## config.mk

```make
export PLATFORM = sky130hd
export DESIGN_NAME = burst_assembler_timer_size
export DESIGN_NICKNAME = d
export VERILOG_FILES = /design/src/sv/bats_pkg.sv /design/src/sv/burst_assembler_timer_size.sv
export SDC_FILE = /design/constraint.sdc
export NUM_CORES = 2
export LEC_CHECK = 0
export BUFFER_PORTS_ARGS = -buffer_cell sky130_fd_sc_hd__buf_2
export CAP_MARGIN = 30
export CELL_PAD_IN_SITES_DETAIL_PLACEMENT = 1
export CELL_PAD_IN_SITES_GLOBAL_PLACEMENT = 2
export CORE_UTILIZATION = 40
export CTS_CLUSTER_DIAMETER = 150
export DETAILED_ROUTE_END_ITERATION = 8
export PLACE_DENSITY_LB_ADDON = 0.15
export SYNTH_ARGS = -nofsm -noshare
export SYNTH_HDL_FRONTEND = slang
export SYNTH_SLANG_ARGS = --single-unit
```

## constraint.sdc

```tcl
create_clock -name clk -period 20.7 [get_ports clk]
set_clock_uncertainty 0.2 [all_clocks]
set_input_delay 3.105 -clock clk [delete_from_list [all_inputs] [get_ports clk]]
set_output_delay 3.105 -clock clk [all_outputs]
set_load 0.03 [all_outputs]
```

## src/sv/bats_pkg.sv

```systemverilog
// ----------------------------------------------------------------------------
// Burst assembler package
// Request kinds, register map, reset values and default sizes used by the
// burst assembler.
// ----------------------------------------------------------------------------
package bats_pkg;

	// Request kinds carried on the input tuser.
	localparam logic [1:0] REQ_PACKET = 2'd0;
	localparam logic [1:0] REQ_TICK   = 2'd1;
	localparam logic [1:0] REQ_FLUSH  = 2'd2;

	// Register indexes (byte address = 4 * index).
	localparam logic [1:0] REG_TIMEOUT = 2'd0;
	localparam logic [1:0] REG_LIMIT   = 2'd1;
	localparam logic [1:0] REG_HEADER  = 2'd2;
	localparam logic [1:0] REG_ACKBYP  = 2'd3;

	localparam logic [15:0] TIMEOUT_RST = 16'd100;
	localparam logic [15:0] LIMIT_RST   = 16'd24064;
	localparam logic [9:0]  HEADER_RST  = 10'd64;

	localparam int DEF_NUM_DEST    = 8;
	localparam int DEF_NUM_QUEUES  = 2;
	localparam int DEF_BURST_SLOTS = 16;

	// At most this many bursts leave for one tick.
	localparam int MAX_OUT = 16;

	// Queue offset subtracted from the first route address.
	localparam int ROUTE_BASE = 2;

endpackage

```

## src/sv/burst_assembler_timer_size.sv

```systemverilog
// ----------------------------------------------------------------------------
// Burst assembler with timer and size thresholds
// Per-queue burst state in a synchronous memory, updated read-modify-write.
// ----------------------------------------------------------------------------
// Sequence: a packet or flush request is accepted, its queue entry is read and
// updated, and a burst it emits is handed to the output in the done state; a tick
// reads and updates each queue in turn and stops early once MAX_OUT bursts left.
// One request at a time: the input is not ready again until the request is done,
// and m_tready can hold back a burst and so stall the request.
// Reset: arst_n clears control, registers to defaults and the queue valid bits.
module burst_assembler_timer_size
	import bats_pkg::*;
#(
	parameter int NUM_DEST    = DEF_NUM_DEST,
	parameter int NUM_QUEUES  = DEF_NUM_QUEUES,
	parameter int BURST_SLOTS = DEF_BURST_SLOTS
) (
	input  logic        clk,
	input  logic        arst_n,
	// Request input.
	input  logic        s_tvalid,
	output logic        s_tready,
	// dest_node[2:0], route_head[10:3], queue_index[11], ingress_node[19:12],
	// packet_bytes[35:20], is_ack[36], flow_tag[44:37], packet_handle[60:45]
	input  logic [63:0] s_tdata,
	// req_type[1:0]
	input  logic [1:0]  s_tuser,
	// Burst output.
	output logic        m_tvalid,
	input  logic        m_tready,
	// out_dest[2:0], out_queue[3], out_ident[35:4], out_count[40:36],
	// out_bytes[56:41], out_source[64:57], out_flow_tag[72:65]
	output logic [79:0] m_tdata,
	// out_ack[0]
	output logic        m_tuser,
	output logic        m_tlast,
	// Configuration.
	input  logic        psel,
	input  logic        penable,
	input  logic        pwrite,
	input  logic [3:0]  paddr,
	input  logic [31:0] pwdata,
	output logic [31:0] prdata,
	output logic        pready
);

	localparam int NQ  = NUM_DEST * NUM_QUEUES;
	localparam int AW  = (NQ > 1) ? $clog2(NQ) : 1;
	localparam int DW  = (NUM_DEST > 1) ? $clog2(NUM_DEST) : 1;
	localparam int QW  = (NUM_QUEUES > 1) ? $clog2(NUM_QUEUES) : 1;
	localparam int CW  = $clog2(BURST_SLOTS + 1);
	localparam int HD  = NQ * BURST_SLOTS;
	localparam int HW  = (HD > 1) ? $clog2(HD) : 1;
	localparam int EW  = $clog2(MAX_OUT + 1);

	localparam logic [1:0] ST_IDLE = 2'd0;
	localparam logic [1:0] ST_RD   = 2'd1;
	localparam logic [1:0] ST_PROC = 2'd2;
	localparam logic [1:0] ST_DONE = 2'd3;

	// Configuration registers. pready is always high, so a write lands at
	// the access cycle.
	logic [15:0] timeout_q, limit_q;
	logic [9:0]  header_q;
	logic        ackbyp_q;
	logic        cfg_wr;

	assign pready = 1'b1;
	assign cfg_wr = psel & penable & pwrite;

	always_ff @(posedge clk or negedge arst_n) begin
		if (!arst_n) begin
			timeout_q <= TIMEOUT_RST;
			limit_q   <= LIMIT_RST;
			header_q  <= HEADER_RST;
			ackbyp_q  <= 1'b0;
		end else if (cfg_wr) begin
			unique case (paddr[3:2])
				REG_TIMEOUT: timeout_q <= pwdata[15:0];
				REG_LIMIT:   limit_q   <= pwdata[15:0];
				REG_HEADER:  header_q  <= pwdata[9:0];
				REG_ACKBYP:  ackbyp_q  <= pwdata[0];
				default:     ;
			endcase
		end
	end

	always_comb begin
		unique case (paddr[3:2])
			REG_TIMEOUT: prdata = {16'd0, timeout_q};
			REG_LIMIT:   prdata = {16'd0, limit_q};
			REG_HEADER:  prdata = {22'd0, header_q};
			REG_ACKBYP:  prdata = {31'd0, ackbyp_q};
			default:     prdata = '0;
		endcase
	end

	// Queue select table: (route - 2) mod NUM_QUEUES for every route value.
	logic [QW-1:0] qmap [256];
	for (genvar r = 0; r < 256; r++) begin : g_qmap
		assign qmap[r] = QW'((r + ROUTE_BASE * NUM_QUEUES - ROUTE_BASE) % NUM_QUEUES);
	end

	// Unpacked input fields.
	logic [2:0]  in_dest;
	logic [7:0]  in_route;
	logic        in_qidx;
	logic        in_accept;
	logic        in_ok;

	assign in_dest   = s_tdata[2:0];
	assign in_route  = s_tdata[10:3];
	assign in_qidx   = s_tdata[11];
	assign in_accept = s_tvalid & s_tready;

	always_comb begin
		case (s_tuser)
			REQ_PACKET: in_ok = (32'(in_dest) < NUM_DEST);
			REQ_TICK:   in_ok = 1'b1;
			REQ_FLUSH:  in_ok = (32'(in_dest) < NUM_DEST) && (32'(in_qidx) < NUM_QUEUES);
			default:    in_ok = 1'b0;
		endcase
	end

	// Latched request.
	logic [1:0]  state_q;
	logic [1:0]  req_q;
	logic [7:0]  ingress_q, flow_in_q;
	logic [15:0] pbytes_q, handle_q;
	logic        is_ack_q;
	logic [DW-1:0] cur_dest_q;
	logic [QW-1:0] cur_queue_q;
	logic [AW-1:0] addr;
	logic [EW-1:0] emit_cnt_q;
	logic [31:0]   next_ident_q;

	assign addr     = AW'(cur_dest_q * NUM_QUEUES + cur_queue_q);
	assign s_tready = (state_q == ST_IDLE);

	// Queue state memory: one entry per flow queue, one read port with
	// registered data, one write port; the handle store holds one entry per
	// burst slot of each queue. Entries without a valid bit read as their reset value.
	logic [CW-1:0] cnt_mem [NQ];
	logic [15:0]   byt_mem [NQ];
	logic [15:0]   tmr_mem [NQ];
	logic          pnd_mem [NQ];
	logic [31:0]   idt_mem [NQ];
	logic [7:0]    src_mem [NQ];
	logic [7:0]    flw_mem [NQ];
	logic [15:0]   hs_mem  [HD];
	logic [NQ-1:0] vld_q;

	logic [CW-1:0] cnt_rd;
	logic [15:0]   byt_rd, tmr_rd;
	logic          pnd_rd;
	logic [31:0]   idt_rd;
	logic [7:0]    src_rd, flw_rd;

	always_ff @(posedge clk) begin
		cnt_rd <= cnt_mem[addr];
		byt_rd <= byt_mem[addr];
		tmr_rd <= tmr_mem[addr];
		pnd_rd <= pnd_mem[addr];
		idt_rd <= idt_mem[addr];
		src_rd <= src_mem[addr];
		flw_rd <= flw_mem[addr];
	end

	// Effective entry.
	logic          e_vld;
	logic [CW-1:0] e_cnt;
	logic [15:0]   e_byt, e_tmr;
	logic          e_pnd;
	logic [31:0]   e_idt;
	logic [7:0]    e_src, e_flw;

	assign e_vld = vld_q[addr];
	assign e_cnt = e_vld ? cnt_rd : '0;
	assign e_byt = e_vld ? byt_rd : '0;
	assign e_tmr = e_vld ? tmr_rd : '0;
	assign e_pnd = e_vld ? pnd_rd : 1'b0;
	assign e_idt = e_vld ? idt_rd : (32'(addr) + 32'd1);
	assign e_src = e_vld ? src_rd : '0;
	assign e_flw = e_vld ? flw_rd : '0;

	// Update of the entry being processed.
	logic          wr_en, hs_en, emit, ack_emit, tick_full, last_queue;
	logic [CW-1:0] n_cnt;
	logic [15:0]   n_byt, n_tmr, emit_bytes, b0;
	logic          n_pnd;
	logic [7:0]    n_src, n_flw;
	logic [16:0]  sum;
	logic [HW-1:0] hs_addr;

	assign tick_full  = (emit_cnt_q == EW'(MAX_OUT));
	assign last_queue = (32'(addr) == NQ - 1);
	assign hs_addr    = HW'(addr * BURST_SLOTS + e_cnt);
	assign b0         = (e_cnt == '0) ? 16'(header_q) : e_byt;
	assign sum        = {1'b0, b0} + {1'b0, pbytes_q};

	always_comb begin
		wr_en      = 1'b0;
		hs_en      = 1'b0;
		emit       = 1'b0;
		ack_emit   = 1'b0;
		n_cnt      = e_cnt;
		n_byt      = e_byt;
		n_tmr      = e_tmr;
		n_pnd      = e_pnd;
		n_src      = e_src;
		n_flw      = e_flw;
		emit_bytes = e_byt;
		case (req_q)
			REQ_PACKET: begin
				wr_en = 1'b1;
				n_src = ingress_q;
				if (NUM_QUEUES != 1) begin
					n_flw = flow_in_q;
				end
				if (e_cnt == '0) begin
					n_tmr = timeout_q;
					n_pnd = 1'b1;
				end
				if (e_cnt < CW'(BURST_SLOTS)) begin
					hs_en = 1'b1;
					n_cnt = e_cnt + CW'(1);
				end
				n_byt = sum[16] ? 16'hFFFF : sum[15:0];
				if (ackbyp_q && is_ack_q) begin
					emit       = 1'b1;
					ack_emit   = 1'b1;
					emit_bytes = pbytes_q;
				end else if (n_byt >= limit_q || n_cnt >= CW'(BURST_SLOTS)) begin
					emit       = 1'b1;
					emit_bytes = n_byt;
				end
			end
			REQ_TICK: begin
				if (!tick_full && e_pnd) begin
					wr_en = 1'b1;
					if (e_tmr <= 16'd1) begin
						emit = 1'b1;
					end else begin
						n_tmr = e_tmr - 16'd1;
					end
				end
			end
			REQ_FLUSH: begin
				if (e_pnd) begin
					wr_en = 1'b1;
					emit  = 1'b1;
				end
			end
			default: ;
		endcase
	end

	// Output register plus a held-back burst, so the last burst of a request
	// can be flagged once the request is known to be over.
	logic        m_tvalid_q, pend_v_q;
	logic [72:0] m_data_q, pend_data_q;
	logic        m_ack_q, pend_ack_q, m_last_q;
	logic        out_free, stall, advance, out_load;
	logic [72:0] new_data;

	assign out_free = !m_tvalid_q || m_tready;
	assign stall    = emit && pend_v_q && !out_free;
	assign advance  = (state_q == ST_PROC) && !stall;
	// The held-back burst moves to the output when a newer one replaces it,
	// or when the request is over.
	assign out_load = (advance && emit && pend_v_q) ||
		(state_q == ST_DONE && pend_v_q && out_free);
	assign new_data = {n_flw, n_src, emit_bytes, 5'(n_cnt), e_idt,
		1'(cur_queue_q), 3'(cur_dest_q)};

	assign m_tvalid = m_tvalid_q;
	assign m_tdata  = {7'd0, m_data_q};
	assign m_tuser  = m_ack_q;
	assign m_tlast  = m_last_q;

	always_ff @(posedge clk) begin
		if (advance && wr_en) begin
			cnt_mem[addr] <= emit ? '0 : n_cnt;
			byt_mem[addr] <= emit ? '0 : n_byt;
			tmr_mem[addr] <= emit ? '0 : n_tmr;
			pnd_mem[addr] <= emit ? 1'b0 : n_pnd;
			idt_mem[addr] <= emit ? next_ident_q : e_idt;
			src_mem[addr] <= n_src;
			flw_mem[addr] <= n_flw;
		end
		if (advance && hs_en) begin
			hs_mem[hs_addr] <= handle_q;
		end
	end

	always_ff @(posedge clk or negedge arst_n) begin
		if (!arst_n) begin
			state_q      <= ST_IDLE;
			vld_q        <= '0;
			next_ident_q <= 32'(NQ + 1);
			emit_cnt_q   <= '0;
			pend_v_q     <= 1'b0;
			m_tvalid_q   <= 1'b0;
			cur_dest_q   <= '0;
			cur_queue_q  <= '0;
			req_q        <= REQ_PACKET;
		end else begin
			if (out_load) begin
				m_tvalid_q <= 1'b1;
			end else if (m_tready) begin
				m_tvalid_q <= 1'b0;
			end
			unique case (state_q)
				ST_IDLE: begin
					if (in_accept) begin
						req_q      <= s_tuser;
						emit_cnt_q <= '0;
						if (s_tuser == REQ_TICK) begin
							cur_dest_q  <= '0;
							cur_queue_q <= '0;
						end else begin
							cur_dest_q  <= DW'(in_dest);
							cur_queue_q <= (s_tuser == REQ_PACKET) ? qmap[in_route]
								: QW'(in_qidx);
						end
						if (in_ok) begin
							state_q <= ST_RD;
						end
					end
				end
				ST_RD: begin
					state_q <= ST_PROC;
				end
				ST_PROC: begin
					if (advance) begin
						if (wr_en) begin
							vld_q[addr] <= 1'b1;
						end
						if (emit) begin
							pend_v_q   <= 1'b1;
							emit_cnt_q <= emit_cnt_q + EW'(1);
							next_ident_q <= (next_ident_q == 32'hFFFF_FFFF) ? 32'd1
								: next_ident_q + 32'd1;
						end
						if (req_q == REQ_TICK && !tick_full && !last_queue) begin
							state_q <= ST_RD;
							if (32'(cur_queue_q) == NUM_QUEUES - 1) begin
								cur_queue_q <= '0;
								cur_dest_q  <= cur_dest_q + DW'(1);
							end else begin
								cur_queue_q <= cur_queue_q + QW'(1);
							end
						end else begin
							state_q <= ST_DONE;
						end
					end
				end
				ST_DONE: begin
					if (!pend_v_q) begin
						state_q <= ST_IDLE;
					end else if (out_free) begin
						pend_v_q   <= 1'b0;
						state_q    <= ST_IDLE;
					end
				end
				default: state_q <= ST_IDLE;
			endcase
		end
	end

	// Payload of the output and hold-back registers.
	always_ff @(posedge clk) begin
		if (advance && emit) begin
			if (pend_v_q) begin
				m_data_q <= pend_data_q;
				m_ack_q  <= pend_ack_q;
				m_last_q <= 1'b0;
			end
			pend_data_q <= new_data;
			pend_ack_q  <= ack_emit;
		end else if (state_q == ST_DONE && pend_v_q && out_free) begin
			m_data_q <= pend_data_q;
			m_ack_q  <= pend_ack_q;
			m_last_q <= 1'b1;
		end
	end

	// Latch the payload of an accepted request.
	always_ff @(posedge clk) begin
		if (in_accept) begin
			ingress_q <= s_tdata[19:12];
			pbytes_q  <= s_tdata[35:20];
			is_ack_q  <= s_tdata[36];
			flow_in_q <= s_tdata[44:37];
			handle_q  <= s_tdata[60:45];
		end
	end

	// The held-back burst only exists while a request is being worked on.
	assert property (@(posedge clk) disable iff (!arst_n)
		pend_v_q |-> (state_q != ST_IDLE))
		else $error("held-back burst outside a request");

	// No request may emit more bursts than a tick allows.
	assert property (@(posedge clk) disable iff (!arst_n)
		emit_cnt_q <= EW'(MAX_OUT))
		else $error("too many bursts for one request");

	// Identifier zero is never handed out.
	assert property (@(posedge clk) disable iff (!arst_n)
		next_ident_q != 32'd0)
		else $error("burst identifier zero");

	// Every emitted burst advances the identifier.
	assert property (@(posedge clk) disable iff (!arst_n)
		(advance && emit) |=> (next_ident_q != $past(next_ident_q)))
		else $error("identifier not advanced on send");

endmodule
```

==> results_dict.tcl <==
set metrics [dict create \
    root_buffer "clkbuf_16" \
    wl_met2_mm 92.3 \
    area_delta_synth_final_pct 15.2 \
    firstDrtPassIters 5 \
    die_width_um 414 \
    async_flop_share 0.0606 \
    numPortBuffers 157 \
    status "completed" \
    drc_errors 0 \
    synth-seq-cells 1750 \
    coreArea_sq_um 169000 \
    place_area_sq_um 72100 \
    wirelength_mm 181 \
    ys_seq_area_frac 0.752 \
    fin_cells 6041 \
    synthFlopType "edfxtp_1" \
    routedWlPerCell_um 30.0 \
    crit_top_cell "buf_4" \
    max_stage_delay_ps 860 \
    ant_nets 0 \
    timing.hold.ws_ps 216 \
    grt_pass1_wl_mm 264 \
    fmax_mhz 91.2 \
    crit_buf_inv 5 \
    cp.arrival_ps 11200 \
    die-area_sq_um 172000 \
    cts_hold_buf 0 \
    p_leak_nw 25.8 \
    final_core_util 0.464 \
    power-per-cell-area_nw_per_um2 184 \
    yosys.area.top_type "edfxtp_1" \
    overflow 0 \
    slew_headroom 0.212 \
    rsz0062_at_grt "no" \
    path_class "flop to flop" \
    setup_violations 0 \
    synth_area_sq_um 68100 \
    netlist_instances 3359 \
    ys_types 83 \
    dp.cells 5684 \
    p_total_mw 14.5 \
    initial_core_util 0.402 \
    setup_tns_ps 0 \
    vias_per_cell 5.58 \
    cp_slowest_cell "buf_4" \
    maxCapViolCount 0 \
    final_cell_mix "1558 x edfxtp_1, 433 x mux4_2, 188 x clkbuf_16, 171 x nand2_1, 160 x buf_2" \
    setup_ws_ps 9740 \
    postCtsResizedCells 0 \
    critPathTopFamily "compound AO/OA/AOI/OAI gates" \
    hold_violations 0 \
    grt_usage 0.213 \
    avgSynthCellArea_sq_um 20.3 \
    maxSlewViolCount 0 \
    numCtsBuffers 185 \
    dp_hpwl_mm 99.9 \
    clkLatencyLatePin_ps 830 \
    drive_gt1_frac 0.302 \
    yosys_warnings 0 \
    wl_met1_mm 78.8 \
    tightest_slew_ps 1180 \
    synth_top_area_frac 0.687 \
    final_common_cell "edfxtp_1" \
    path_clk_slew_ps 60 \
    htreeDepth 4 \
    row_count 151 \
    cts_tree "built" \
    start_kind "flop" \
    finalNetCount 3813 \
    vias 33700 \
    die_h_um 414 \
    min_period_ps 10960 \
    finalCritPeriodShare 0.530 \
    worstPathRequired_ps 20940 \
    place_congestion 0.781 \
    maxUsedRoutingLayer "met4" \
    pre_cts_ws_ps 9570 \
    peakVddDrop_mv 0.125 \
    pin_count 226 \
    synth_edf_count 1558 \
    ys_top_cells_by_area "edfxtp_1 69%, mux4_2 14%, dfrtp_1 3.5%, dfxtp_1 2.5%, mux2_2 1.2%" \
    drt-initial-drc-count 2449 \
    postCtsSetupBuffers 0 \
    wl_met3_mm 6.32 \
    design_area_sq_um 78400 \
    grt_antenna_before_repair 4 \
    cts_buffer_depth 3 \
    grt_max_degree 167 \
    endpoint_kind "flop" \
    grt_pass1_vias 36800 \
    hp-class "flop to flop" \
    numClockSinks 1750 \
    crit_fanout 42 \
]
==> cell families after synthesis <==
family                   share of synthesized area
adder cells (fa/ha/maj)                    0.00838
AO/OA/AOI/OAI                               0.0286
XOR/XNOR                                   0.00399
other                                     0.000110
multiplexers                                 0.159
AND/OR/NAND/NOR                             0.0332
buffers and inverters                       0.0147
flip-flops                                   0.752
==> state kept, by name, summed over array words and instances, names as in the netlist, 32 cells and up <==
register and flops:
idt_mem 512, byt_mem 256, tmr_mem 256, flw_mem 128, src_mem 128, cnt_mem 80, m_data_q 73, pend_data_q 73
idt_rd 32, next_ident_q 32
==> worst register-to-register path, delay by kind of cell, from the launching register on <==
kind                       cells  cell delay [ps]
AOI/OAI and AO/OA             12             3960
buffers and inverters          5             2520
and+or+nand+nor                8             2010
adders and majority gates      3              960
DFF                            1              810
==> report_power, final <==
part	leakage [nW]	internal [mW]	total [mW]	switching, mW
Combinational	6.65	1.76	5.18	3.42
Sequential	16.1	5.64	5.90	0.257
Clock	3.06	1.97	3.38	1.41
Total	25.8	9.37	14.5	5.08
==> path summary, 6_finish.rpt <==
path / startpoint / endpoint / slack, ps / cells past startpoint
max in group asynchronous: arst_n / next_ident_q[4] / 17160 / 3
setup / recovery: cur_dest_q[1] / byt_mem[13][6] / 9740 / 28
hold / removal: pend_data_q[3] / m_data_q[3] / 220 / 0
min in group asynchronous: arst_n / header_q[3] / 2110 / 1
hold reg to reg: pend_data_q[3] / m_data_q[3] / 220 / 0
setup reg to reg: cur_dest_q[1] / byt_mem[13][6] / 9740 / 28
==> cell usage after synthesis, types with 7 or more instances <==
library cell,n
dfrtp_1,95
xnor2_1,16
o21ai_0,92
nand4_1,11
and2_1,35
inv_1,42
a211oi_1,24
a221o_1,7
a31o_2,17
nor2_1,103
dfstp_2,11
a21oi_1,56
o31ai_1,13
dfxtp_1,86
a31oi_1,13
nand2_1,172
mux2_2,74
nand2b_1,11
clkbuf_1,97
and3_1,30
mux2i_1,22
nor2b_1,10
edfxtp_1,1558
buf_2,11
nand3_1,31
mux4_2,433
buf_4,26
buf_1,54
ha_1,44
xor2_1,15
nor3_1,25
==> routing by layer <==
metal | global-route usage | up-vias
li1 | - | 14300
met1 | 0.285 | 18500
met2 | 0.365 | 692
met3 | 0.0295 | 246
met4 | 0.0569 | 0
met5 | 0 | -
==> final cells by class <==
cell class                      instances  area (sq um)
Antenna cell                            1          2.50
Tap cell                             2218          2780
Clock inverter                        115          1220
Clock buffer                          235          5000
Fill cell                           15400         90700
Inverter                               46           178
Multi-Input combinational cell       1396         16100
Timing Repair Buffer                  280          1940
Sequential cell                      1750         51200
(Power assumes the default switching activity.)
